$ cat config.mk
export PLATFORM = sky130hd
export DESIGN_NAME = slr_div_pipe
export DESIGN_NICKNAME = d
export VERILOG_FILES = /design/src/rtl/slr_pkg.sv /design/src/rtl/slr_div_pipe.sv
export SDC_FILE = /design/constraint.sdc
export NUM_CORES = 2
export LEC_CHECK = 0
export BUFFER_PORTS_ARGS = -buffer_cell sky130_fd_sc_hd__buf_2
export CAP_MARGIN = 5
export CORE_UTILIZATION = 50
export CTS_CLUSTER_DIAMETER = 120
export DETAILED_ROUTE_END_ITERATION = 10
export PLACE_DENSITY = 0.75
export SLEW_MARGIN = 15
export SYNTH_ARGS = -nofsm -noshare
export SYNTH_HDL_FRONTEND = slang
export SYNTH_SLANG_ARGS = --single-unit
$ cat constraint.sdc
create_clock -name clk -period 2.9 [get_ports clk]
set_input_delay 0.29 -clock clk [delete_from_list [all_inputs] [get_ports clk]]
set_output_delay 0.29 -clock clk [all_outputs]
set_load 0.005 [all_outputs]
$ cat src/rtl/slr_pkg.sv
// Package for the spool length to rotation block: field widths, fixed-point
// constants, register indexes and the side data that travels with an item.
// No dependencies.
package slr_pkg;

  localparam int LEN_W    = 20;
  localparam int THICK_W  = 16;
  localparam int RAD_W    = 24;
  localparam int ROT_W    = 32;
  localparam int LEN_UM_W = 30;
  localparam int TL_W     = 46;
  localparam int RR_W     = 48;
  localparam int D_W      = 63;
  localparam int REM_W    = 64;
  localparam int ROOT_W   = 32;
  localparam int NUM_W    = 42;
  localparam int CFG_IDX_W  = 2;
  localparam int CFG_DATA_W = 24;

  // 1/pi as an unsigned Q0.32 fraction, floor(2^32/pi).
  localparam logic [30:0] INV_PI_Q32 = 31'd1367130551;
  localparam logic [9:0]  UM_PER_MM  = 10'd1000;
  localparam logic [9:0]  DEG_SCALE  = 10'd720;

  localparam logic [THICK_W-1:0] THICK_RESET  = 16'd1000;
  localparam logic [RAD_W-1:0]   RADIUS_RESET = 24'd50000;

  localparam logic [CFG_IDX_W-1:0] CFG_THICK  = 2'd0;
  localparam logic [CFG_IDX_W-1:0] CFG_RADIUS = 2'd1;

  // Front end 4, root ROOT_W, subtract and scale 2, divide NUM_W, output 1.
  localparam int LATENCY = 4 + ROOT_W + 2 + NUM_W + 1;

  typedef struct packed {
    logic [THICK_W-1:0] thick;
    logic [RAD_W-1:0]   radius;
  } slr_side_t;

endpackage

$ cat src/rtl/slr_div_pipe.sv
// Pipelined restoring divider, one quotient bit per register stage.
// Depends on slr_pkg.
module slr_div_pipe (
  input  logic                        clk,
  input  logic                        rst_n,
  input  logic                        in_valid,
  input  logic [slr_pkg::NUM_W-1:0]   in_num,
  input  logic [slr_pkg::THICK_W-1:0] in_den,
  output logic                        out_valid,
  output logic [slr_pkg::NUM_W-1:0]   out_quot,
  output logic [slr_pkg::THICK_W-1:0] out_den
);
  import slr_pkg::*;

  logic               vld_r  [0:NUM_W];
  logic [NUM_W-1:0]   num_r  [0:NUM_W];
  logic [NUM_W-1:0]   quot_r [0:NUM_W];
  logic [THICK_W-1:0] rem_r  [0:NUM_W];
  logic [THICK_W-1:0] den_r  [0:NUM_W];

  always_comb begin
    vld_r[0]  = in_valid;
    num_r[0]  = in_num;
    quot_r[0] = '0;
    rem_r[0]  = '0;
    den_r[0]  = in_den;
  end

  genvar k;
  generate
    for (k = 0; k < NUM_W; k++) begin : g_stage
      localparam int B = NUM_W - 1 - k;
      logic [THICK_W:0]   part;
      logic [THICK_W-1:0] rem_nxt;
      logic [NUM_W-1:0]   quot_nxt;

      always_comb begin
        part = {rem_r[k], num_r[k][B]};
        if (part >= {1'b0, den_r[k]}) begin
          rem_nxt  = THICK_W'(part - {1'b0, den_r[k]});
          quot_nxt = quot_r[k] | (NUM_W'(1) << B);
        end else begin
          rem_nxt  = part[THICK_W-1:0];
          quot_nxt = quot_r[k];
        end
      end

      always_ff @(posedge clk) begin
        if (!rst_n) begin
          vld_r[k+1] <= 1'b0;
        end else begin
          vld_r[k+1] <= vld_r[k];
        end
        num_r[k+1]  <= num_r[k];
        quot_r[k+1] <= quot_nxt;
        rem_r[k+1]  <= rem_nxt;
        den_r[k+1]  <= den_r[k];
      end
    end
  endgenerate

  assign out_valid = vld_r[NUM_W];
  assign out_quot  = quot_r[NUM_W];
  assign out_den   = den_r[NUM_W];

endmodule

==> metrics.cfg <==
[finish]
finish.net_count=10200
final_cells=12400
num-fill-cells=15900
final_util=0.602
drive_gt1_frac=0.162
ff_latch_area_um2=62800
syn_to_final_growth_pct=19.4
multi_input_area_um2=35900

[setup_path]
ff2ff_setup_slack_ns=0.05
reg2reg_from=g_stage[26].part[0]
cp.arrival_ns=3.66
reg2reg_depth=13
end_kind=flip-flop
cp-start-kind=flip-flop
r2r-end=g_stage[27].part[15]
cp_max_fo=2
crit_type=reg2reg
crit_required_ns=3.70

[grt]
grt_antenna_before_repair=1
top_usage_layer=met2
grt_pass1_wl_um=296000
grt.met3_usage=0.0299
grt_usage=0.173
use_met1=0.215
grt_pass1_vias=61600
grt_use_met2=0.299
overflow=0
grt_max_degree=43

[route]
avgViaCountPerCell=4.95
drc=0
drt-pass1-iter-count=7
wire_per_inst_um=14.7
final_antenna_net_count=0
vias=61200
drtIter0Drc=3208
routed_wl_um=182000

[synth]
synth_top_family_by_area=compound AO/OA/AOI/OAI gates
synth_xor_xnor_area_share=0.0380
synthTopCellsByCount=dfxtp_1, inv_1, ha_1
ys_ff_latch=3134
ys_async_sr_fraction=0
synth.most_common_cell=dfxtp_1
synth_mux_area_frac=0.0440
synth_top_cell_by_area=dfxtp_1
yosys.area.top_type_share=0.621
synth_compound_gate_area_share=0.0979
yosys_most_used_dff=dfxtp_1
synthAdderAreaFrac=0.0894
synthCells=8720
yosysSeqAreaShare=0.621
yosys_warnings=0
synthSimpleGateAreaFrac=0.0738
avgSynthCellArea_um2=11.6
ys_types=83
syn_nets=9479
synth_edf_count=0
synthTopCellsByArea=dfxtp_1, ha_1, mux2_2, inv_1, a21oi_1
syn_area_um2=101000

[clock_tree]
cts_tree=done
clock_sinks=3134
cts_buffer_depth=4
cts_buffers=321
h-tree-depth=5
path_clk_slew_ns=0.06
clock_latency_ns=0.93
cts_root_buffer=clkbuf_16

[sta]
skew_ns=0.0611
finalWorstSetupSlack_ns=0.0460
relSlewSlack=0.495
drv_slew=0
hold_viol_final=0
grt_setup_unrepaired=yes
tightest_slew_ns=0.756
fmax_mhz=350
setup_viol=0
hold_slack_ns=0.0752
period_share=0.984
min_period_ns=2.85

[pwr]
p_leak_nw=54.3
peakVddDrop_v=0.000829
power.density_nw_per_um2=1170

[floorplanning]
coreArea_um2=200000
start_util=0.505
rows=164
io_pins=120
die_h_um=452
die-area_um2=204000
die_x_um=452

[status]
status=completed

[place]
gp_congestion=0.910
place_inst=11600
dp_hpwl_um=125000
post-place-ws_ns=-0.192
port_buffers=119

[hold_path]
min_from=in_den[15]
hold_path_class=in2reg
hold_path_end=den_r[671]
min_path_cells=2

[run]
cap_viol_max_count=0

## cells in the final DEF, fill, tap and decap left out, types with 153 or more instances in the layout
| cell type | instances |
|---|---|
| mux2_2 | 315 |
| xnor2_1 | 273 |
| a21o_1 | 153 |
| dfxtp_1 | 3110 |
| xor2_1 | 165 |
| clkbuf_16 | 333 |
| o21ai_0 | 298 |
| a21oi_1 | 459 |
| nor2_1 | 488 |
| nand2_1 | 345 |
| inv_1 | 822 |
| buf_4 | 269 |
| ha_1 | 627 |
## cell families after synthesis
kind of cell / Yosys count
flip-flops: 3134
AND/OR/NAND/NOR: 1553
multiplexers: 399
XOR/XNOR: 438
buffers and inverters: 936
AO/OA/AOI/OAI: 1562
adder cells (fa/ha/maj): 698
## timing repair
item                                    in CTS  in global routing
gates cloned                                 1                  9
hold buffers                               112                  0
endpoints found under the hold margin      116                  0
endpoints found under the setup margin     215                510
resized for setup                           55                285
buffers inserted                            15                 34
pin swaps                                   14                 94
## metrics by stage
stage / TNS (ns) / power [mW] / cell area, um^2
2_1_floorplan: 0 / 85.5 / 101000
3_3_place_gp: -5.06 / 95.4 / 107000
3_5_place_dp: -8.95 / 96.5 / 107000
4_1_cts: 0 / 140 / 119000
5_1_grt: -2.99 / 149 / 121000
6_report: 0 / 141 / 121000
## how the worst max path moves through the flow
stage,from,end,cells after the start
2_1_floorplan,den_r[273],g_stage[26].part[10],12
3_3_place_gp,den_r[209],g_stage[30].part[2],13
3_5_place_dp,den_r[209],g_stage[30].part[2],13
4_1_cts,g_stage[26].part[0],g_stage[27].part[15],13
5_1_grt,den_r[273],g_stage[26].part[10],13
6_report,g_stage[26].part[0],g_stage[27].part[15],13
## metal layers
layer | wire length [um] | share of wire
met2 | 87600 | 0.48
met3 | 7540 | 0.042
met4 | 5550 | 0.031
met1 | 80900 | 0.45
met5 | 0 | 0
## where the power goes
| part | switching, mW | internal, mW |
|---|---|---|
| combinational | 21.7 | 21.5 |
| clock | 16.0 | 25.9 |
| sequential | 3.74 | 52.0 |
| total | 41.5 | 99.3 |
## state kept, by name (all words and copies together), names as in the netlist
name and cells:
quot_r 861, den_r 656, out_quot 42, out_den 16, vld_r 41, out_valid 1
g_stage.part 697, num_r 820
## worst max-delay path: stages, from the launching register on
cell and delay (ns):
dfxtp_1 0.31, inv_1 0.05, ha_1 0.20, fa_1 0.42, nor2b_1 0.12, o21ai_0 0.12, a21boi_1 0.20, o21bai_1 0.11
a21o_1 0.21, a311oi_2 0.30, buf_4 0.17, a211o_1 0.15, xnor2_1 0.08, mux2i_1 0.28
## area by class of cell
class | instances | area share
Sequential cell | 3134 | 0.520
Multi-Input combinational cell | 4651 | 0.298
Clock buffer | 429 | 0.0756
Timing Repair Buffer | 545 | 0.0379
Tap cell | 2656 | 0.0275
Inverter | 825 | 0.0257
Clock inverter | 121 | 0.0150
Antenna cell | 1 | 0.0000207
Power figures use the tool's default switching activity.
