## config.mk

```make
export PLATFORM = sky130hd
export DESIGN_NAME = slr_sqrt_pipe
export DESIGN_NICKNAME = d
export VERILOG_FILES = /design/src/rtl/slr_pkg.sv /design/src/rtl/slr_sqrt_pipe.sv
export SDC_FILE = /design/constraint.sdc
export NUM_CORES = 2
export LEC_CHECK = 0
export BUFFER_PORTS_ARGS = -buffer_cell sky130_fd_sc_hd__buf_2
export CAP_MARGIN = 30
export CORE_ASPECT_RATIO = 1.1
export CORE_MARGIN = 2
export CORE_UTILIZATION = 40
export DETAILED_ROUTE_END_ITERATION = 10
export GPL_TIMING_DRIVEN = 0
export PLACE_DENSITY_LB_ADDON = 0.1
export RECOVER_POWER = 25
export SLEW_MARGIN = 20
export SYNTH_ARGS = -nofsm -noshare
export SYNTH_HDL_FRONTEND = slang
export SYNTH_SLANG_ARGS = --single-unit
```

## constraint.sdc

```tcl
create_clock -name clk -period 3.8 [get_ports clk]
set_clock_uncertainty 0.05 [all_clocks]
set_input_delay 1.14 -clock clk [delete_from_list [all_inputs] [get_ports clk]]
set_output_delay 1.14 -clock clk [all_outputs]
set_load 0.02 [all_outputs]
```

## src/rtl/slr_pkg.sv

```systemverilog
// Package for the spool length to rotation block: field widths, fixed-point
// constants, register indexes and the side data that travels with an item.
// No dependencies.
package slr_pkg;

  localparam int LEN_W    = 20;
  localparam int THICK_W  = 16;
  localparam int RAD_W    = 24;
  localparam int ROT_W    = 32;
  localparam int LEN_UM_W = 30;
  localparam int TL_W     = 46;
  localparam int RR_W     = 48;
  localparam int D_W      = 63;
  localparam int REM_W    = 64;
  localparam int ROOT_W   = 32;
  localparam int NUM_W    = 42;
  localparam int CFG_IDX_W  = 2;
  localparam int CFG_DATA_W = 24;

  // 1/pi as an unsigned Q0.32 fraction, floor(2^32/pi).
  localparam logic [30:0] INV_PI_Q32 = 31'd1367130551;
  localparam logic [9:0]  UM_PER_MM  = 10'd1000;
  localparam logic [9:0]  DEG_SCALE  = 10'd720;

  localparam logic [THICK_W-1:0] THICK_RESET  = 16'd1000;
  localparam logic [RAD_W-1:0]   RADIUS_RESET = 24'd50000;

  localparam logic [CFG_IDX_W-1:0] CFG_THICK  = 2'd0;
  localparam logic [CFG_IDX_W-1:0] CFG_RADIUS = 2'd1;

  // Front end 4, root ROOT_W, subtract and scale 2, divide NUM_W, output 1.
  localparam int LATENCY = 4 + ROOT_W + 2 + NUM_W + 1;

  typedef struct packed {
    logic [THICK_W-1:0] thick;
    logic [RAD_W-1:0]   radius;
  } slr_side_t;

endpackage

```

## src/rtl/slr_sqrt_pipe.sv

```systemverilog
// Pipelined integer square root, one result bit per register stage.
// Depends on slr_pkg.
module slr_sqrt_pipe (
  input  logic                     clk,
  input  logic                     rst_n,
  input  logic                     in_valid,
  input  logic [slr_pkg::D_W-1:0]  in_d,
  input  slr_pkg::slr_side_t       in_side,
  output logic                     out_valid,
  output logic [slr_pkg::ROOT_W-1:0] out_root,
  output slr_pkg::slr_side_t       out_side
);
  import slr_pkg::*;

  logic                  vld_r  [0:ROOT_W];
  logic [REM_W-1:0]      rem_r  [0:ROOT_W];
  logic [ROOT_W-1:0]     root_r [0:ROOT_W];
  slr_side_t             side_r [0:ROOT_W];

  always_comb begin
    vld_r[0]  = in_valid;
    rem_r[0]  = REM_W'(in_d);
    root_r[0] = '0;
    side_r[0] = in_side;
  end

  genvar k;
  generate
    for (k = 0; k < ROOT_W; k++) begin : g_stage
      localparam int B = ROOT_W - 1 - k;
      logic [REM_W-1:0]  cand;
      logic [REM_W-1:0]  rem_nxt;
      logic [ROOT_W-1:0] root_nxt;

      // Trial subtract of (2*root + 2^B) * 2^B, i.e. (root | 2^B)^2 - root^2.
      always_comb begin
        cand = (REM_W'(root_r[k]) << (B + 1)) + (REM_W'(1) << (2 * B));
        if (rem_r[k] >= cand) begin
          rem_nxt  = rem_r[k] - cand;
          root_nxt = root_r[k] | (ROOT_W'(1) << B);
        end else begin
          rem_nxt  = rem_r[k];
          root_nxt = root_r[k];
        end
      end

      always_ff @(posedge clk) begin
        if (!rst_n) begin
          vld_r[k+1] <= 1'b0;
        end else begin
          vld_r[k+1] <= vld_r[k];
        end
        rem_r[k+1]  <= rem_nxt;
        root_r[k+1] <= root_nxt;
        side_r[k+1] <= side_r[k];
      end
    end
  endgenerate

  assign out_valid = vld_r[ROOT_W];
  assign out_root  = root_r[ROOT_W];
  assign out_side  = side_r[ROOT_W];

endmodule

```

==> summary.md <==
| Metric | Value |
|---|---|
| Status | finished clean |
| CP Class | flop to flop |
| Yosys warns | 0 |
| Die footprint | 307000 um2 |
| Synth Cell Area | 121000 um2 |
| Clock share of power | about a third |
| Largest net degree at the start of global routing | 17 |
| Antenna-violating nets left | 0 |
| Initial antenna violation count | 15 |
| FF+latch count, synth | 3824 |
| Buffers on Ports | ~180 |
| Final Cycle Share | 99.8% |
| P_leak | 63.3 nW |
| Power per Cell Area | 761 nW/um2 |
| Top_reg_cell synth | dfxtp_1 |
| RSZ-0062 raised after global routing | true |
| Total of max-cap violations | 0 |
| Power, Total | 0.109 W |
| R2r endpoint | rem_r[383] |
| CP max-delay cell | nand4_1 |
| R2r startpoint | root_r[209] |
| Worst Path Arrival | 4.58 ns |
| HPWL after detailed placement | 221000 um |
| Final Hold Vio Count | 0 |
| Worst Hold Endpoint | rem_r[2029] |
| DR iter-0 viols | 3948 |
| Via-to-Cell Ratio | approximately 4.8 |
| FF-to-FF path depth | 12 |
| Clk sinks | 3824 |
| Reg2Reg Setup Slack | around 0.0076 ns |
| Residual DRC | 0 |
| Comb power frac | 17.7% |
| H-tree depth | 5 |
| GPL Wtd Cong | 0.945 |
| Crit-path cells | inv_1, ha_4, and4_4, and4_4, nand4_1, o211ai_1, or3_4, nor2b_4, nor4b_4, nand3_4, nor4_4, xor2_1 |
| Ports | around 180 |
| Clk slew on worst S/H paths | 0.06 ns |
| Sw Ratio | 28.6% |
| Skew-Pair Late Insertion Delay | 0.94 ns |
| Yosys cell types | between 90 and 100 |
| CP Max Fanout | 7 |
| Total congestion overflow | 0 |
| Area growth syn-to-layout | 18.0% |
| CTS Buf Count | 381 |
| Slew HR | 29.7% |
| Root buf cell | clkbuf_16 |
| Clk buf depth | 4 |
| Vias in the first global route | 78700 |
| Setup TNS | 0 ns |
| Required @ worst endpoint | 4.59 ns |
| Initial core utilization | between 40% and 50% |
| First-pass GRT wire length | 440000 um |
| Seq pwr share | a little under half |
| DR pass1 iterations | 6 |
| Hold_buf cts | 0 |
| Hold Path Class | primary input to flop |
| Die Wd | 529 um |
| Async S/R FF share, synth | 0% |
| Vias after detailed routing | about 77000 |
| Layout Nets | between 10000 and 15000 |
| Placeable Area | between 300000 and 400000 um2 |
| Hold Path Cell Cnt | 1 |
| Final cell utilization of the core | a little under half |
| Syn Area/Cell | 11.2 um2 |
| Cell with the most instances on the worst path | and4_4 |
| Highest Clock Rate | 0.264 GHz |
| Seq/Total Area, Yosys | 63.2% |
| Int Power | around 0.078 W |
| Critical path's largest stage delay | 0.61 ns |
| Core Rows | 211 |
| Crit. End Element | flop |
| GRT Util Overall | between 10% and 20% |
| Crit start category | flop |
| Sw Pwr | 0.0311 W |
| Maximum VDD drop | around 0.38 mV |
| Final Max Slew Viols | 0 |
| Drt total wl | 286000 um |
| Die Ht | 581 um |
| Fin crit period | 3.79 ns |
| Post-DR wirelength/cell | 18.1 um |
| Post-synth EDFFs | 0 |
| Layout cells sized above 1 | approximately an eighth |
| Worst slew pin tran | 1.04 ns |
| CTS tree | done |
| Post-Synthesis Cells | 10800 |
| Final setup fails | 0 |
| Hold_sp | in_d[45] |
power groups by stage:
| stage | logic (W) | clock network, W | registers (W) |
|---|---|---|---|
| floorplan | 0.0142 | 0 | 0.0504 |
| global placement | 0.0181 | 0 | 0.0521 |
| detailed placement | 0.0183 | 0 | 0.0522 |
| CTS | 0.0189 | 0.0393 | 0.0514 |
| global route | 0.0215 | 0.0409 | 0.0522 |
| finish | 0.0193 | 0.0380 | 0.0515 |
metrics by stage:
step	cells	hold WS [ns]	setup WS (ns)	instance area (um2)
after floorplan	10800	0.260	0.376	121000
after global placement	14900	0.260	-2.23	127000
after detailed placement	14900	0.262	-2.07	127000
after CTS	15700	0.152	-0.000726	142000
after global routing	15800	0.168	-0.0521	143000
final	15800	0.241	0.00762	143000
how the worst max path moves through the flow:
stage / startpoint / endpoint / slack [ns]
2_1_floorplan: root_r[112] / rem_r[183] / 0.38
3_3_place_gp: root_r[171] / rem_r[288] / -2.23
3_5_place_dp: root_r[469] / rem_r[872] / -2.07
4_1_cts: root_r[248] / rem_r[441] / -0.0007
5_1_grt: root_r[117] / rem_r[171] / -0.05
6_report: root_r[209] / rem_r[383] / 0.008
cell families after synthesis:
family	synth area share, %
flops	63.2
simple gates	11.8
other cells	0.00309
mux	1.01
xor+xnor	6.31
compound gates	9.02
buf+inv	2.98
fa+ha+maj	5.74
per-layer routing:
layer | vias up | wire length (um) | global-route usage (%)
li1 | 38500 | - | -
met2 | 1489 | 148000 | 34.0
met3 | 660 | 9960 | 2.74
met4 | 0 | 15600 | 9.58
met1 | 35800 | 113000 | 19.6
met5 | - | 0 | 0
layout make-up:
| cell class | instances | area (um2) |
|---|---|---|
| Antenna cell | 95 | 238 |
| Buffer | 199 | 1090 |
| Clock buffer | 554 | 11100 |
| Clock inverter | 145 | 2010 |
| Fill cell | 27200 | 158000 |
| Inverter | 686 | 2580 |
| Multi-Input combinational cell | 6075 | 42800 |
| Sequential cell | 3824 | 76600 |
| Tap cell | 3940 | 4930 |
| Timing Repair Buffer | 273 | 1640 |
synth_stat cells, drive strengths merged, types with 15 or more instances:
library cell	number	share of area (%)
nor4	342	1.8
o21a	89	0.55
a31oi	51	0.26
o21bai	52	0.32
or2	26	0.13
nor4b	52	0.39
nand4b	26	0.19
nand3b	23	0.14
nand2b	110	0.57
and2	62	0.32
inv	686	2.1
o2111ai	18	0.13
or4	62	0.39
nand4	149	0.77
a21o	230	1.4
o21ai	402	1.7
and3	46	0.24
buf	65	0.34
nor3	271	1.1
nor2	626	1.9
o31ai	41	0.25
ha	556	5.7
dfxtp	3824	63
o31a	16	0.12
xor2	393	2.8
a211oi	45	0.28
mux2	102	0.95
nand3	177	0.74
nor3b	18	0.11
and4	15	0.11
a21oi	609	2.5
or3	87	0.45
xnor2	480	3.5
clkbuf	167	0.52
nand2	572	1.8
nor2b	82	0.42
o211ai	33	0.21
o41ai	15	0.11
a2111oi	17	0.13
registers in the layout, summed over array words and instances (netlist names):
register / flops
rem_r: 1984
root_r: 496
out_root: 32
out_valid: 1
side_r: 1240
vld_r: 31
out_side: 40
critical path, delay by kind of cell, from the launching register on:
family / cells / cell delay, ns
AOI/OAI and AO/OA: 1 / 0.49
DFF: 1 / 0.33
adders and majority gates: 1 / 0.30
xor gates and xnor gates: 1 / 0.18
and+or+nand+nor: 8 / 2.27
buffers and inverters: 1 / 0.06
what timing repair did:
item | 4_1_cts | 5_1_grt
buffers inserted | 40 | 41
pin swaps | 34 | 60
cloned | 1 | 0
endpoints found under the setup margin | 680 | 432
resized for setup | 284 | 167
cell usage in the layout, fill, tap and decap left out, drive strengths merged, types with 110 or more instances in the layout:
cell and count:
nor4 342, a21o 230, xnor2 480, nor2 626, clkbuf 686, nand2b 110
dfxtp 3824, nor3 271, o21ai 402, buf 340, nand2 572, ha 556
a21oi 609, xor2 393, nand3 177, inv 692, nand4 149
(Power assumes the default switching activity.)
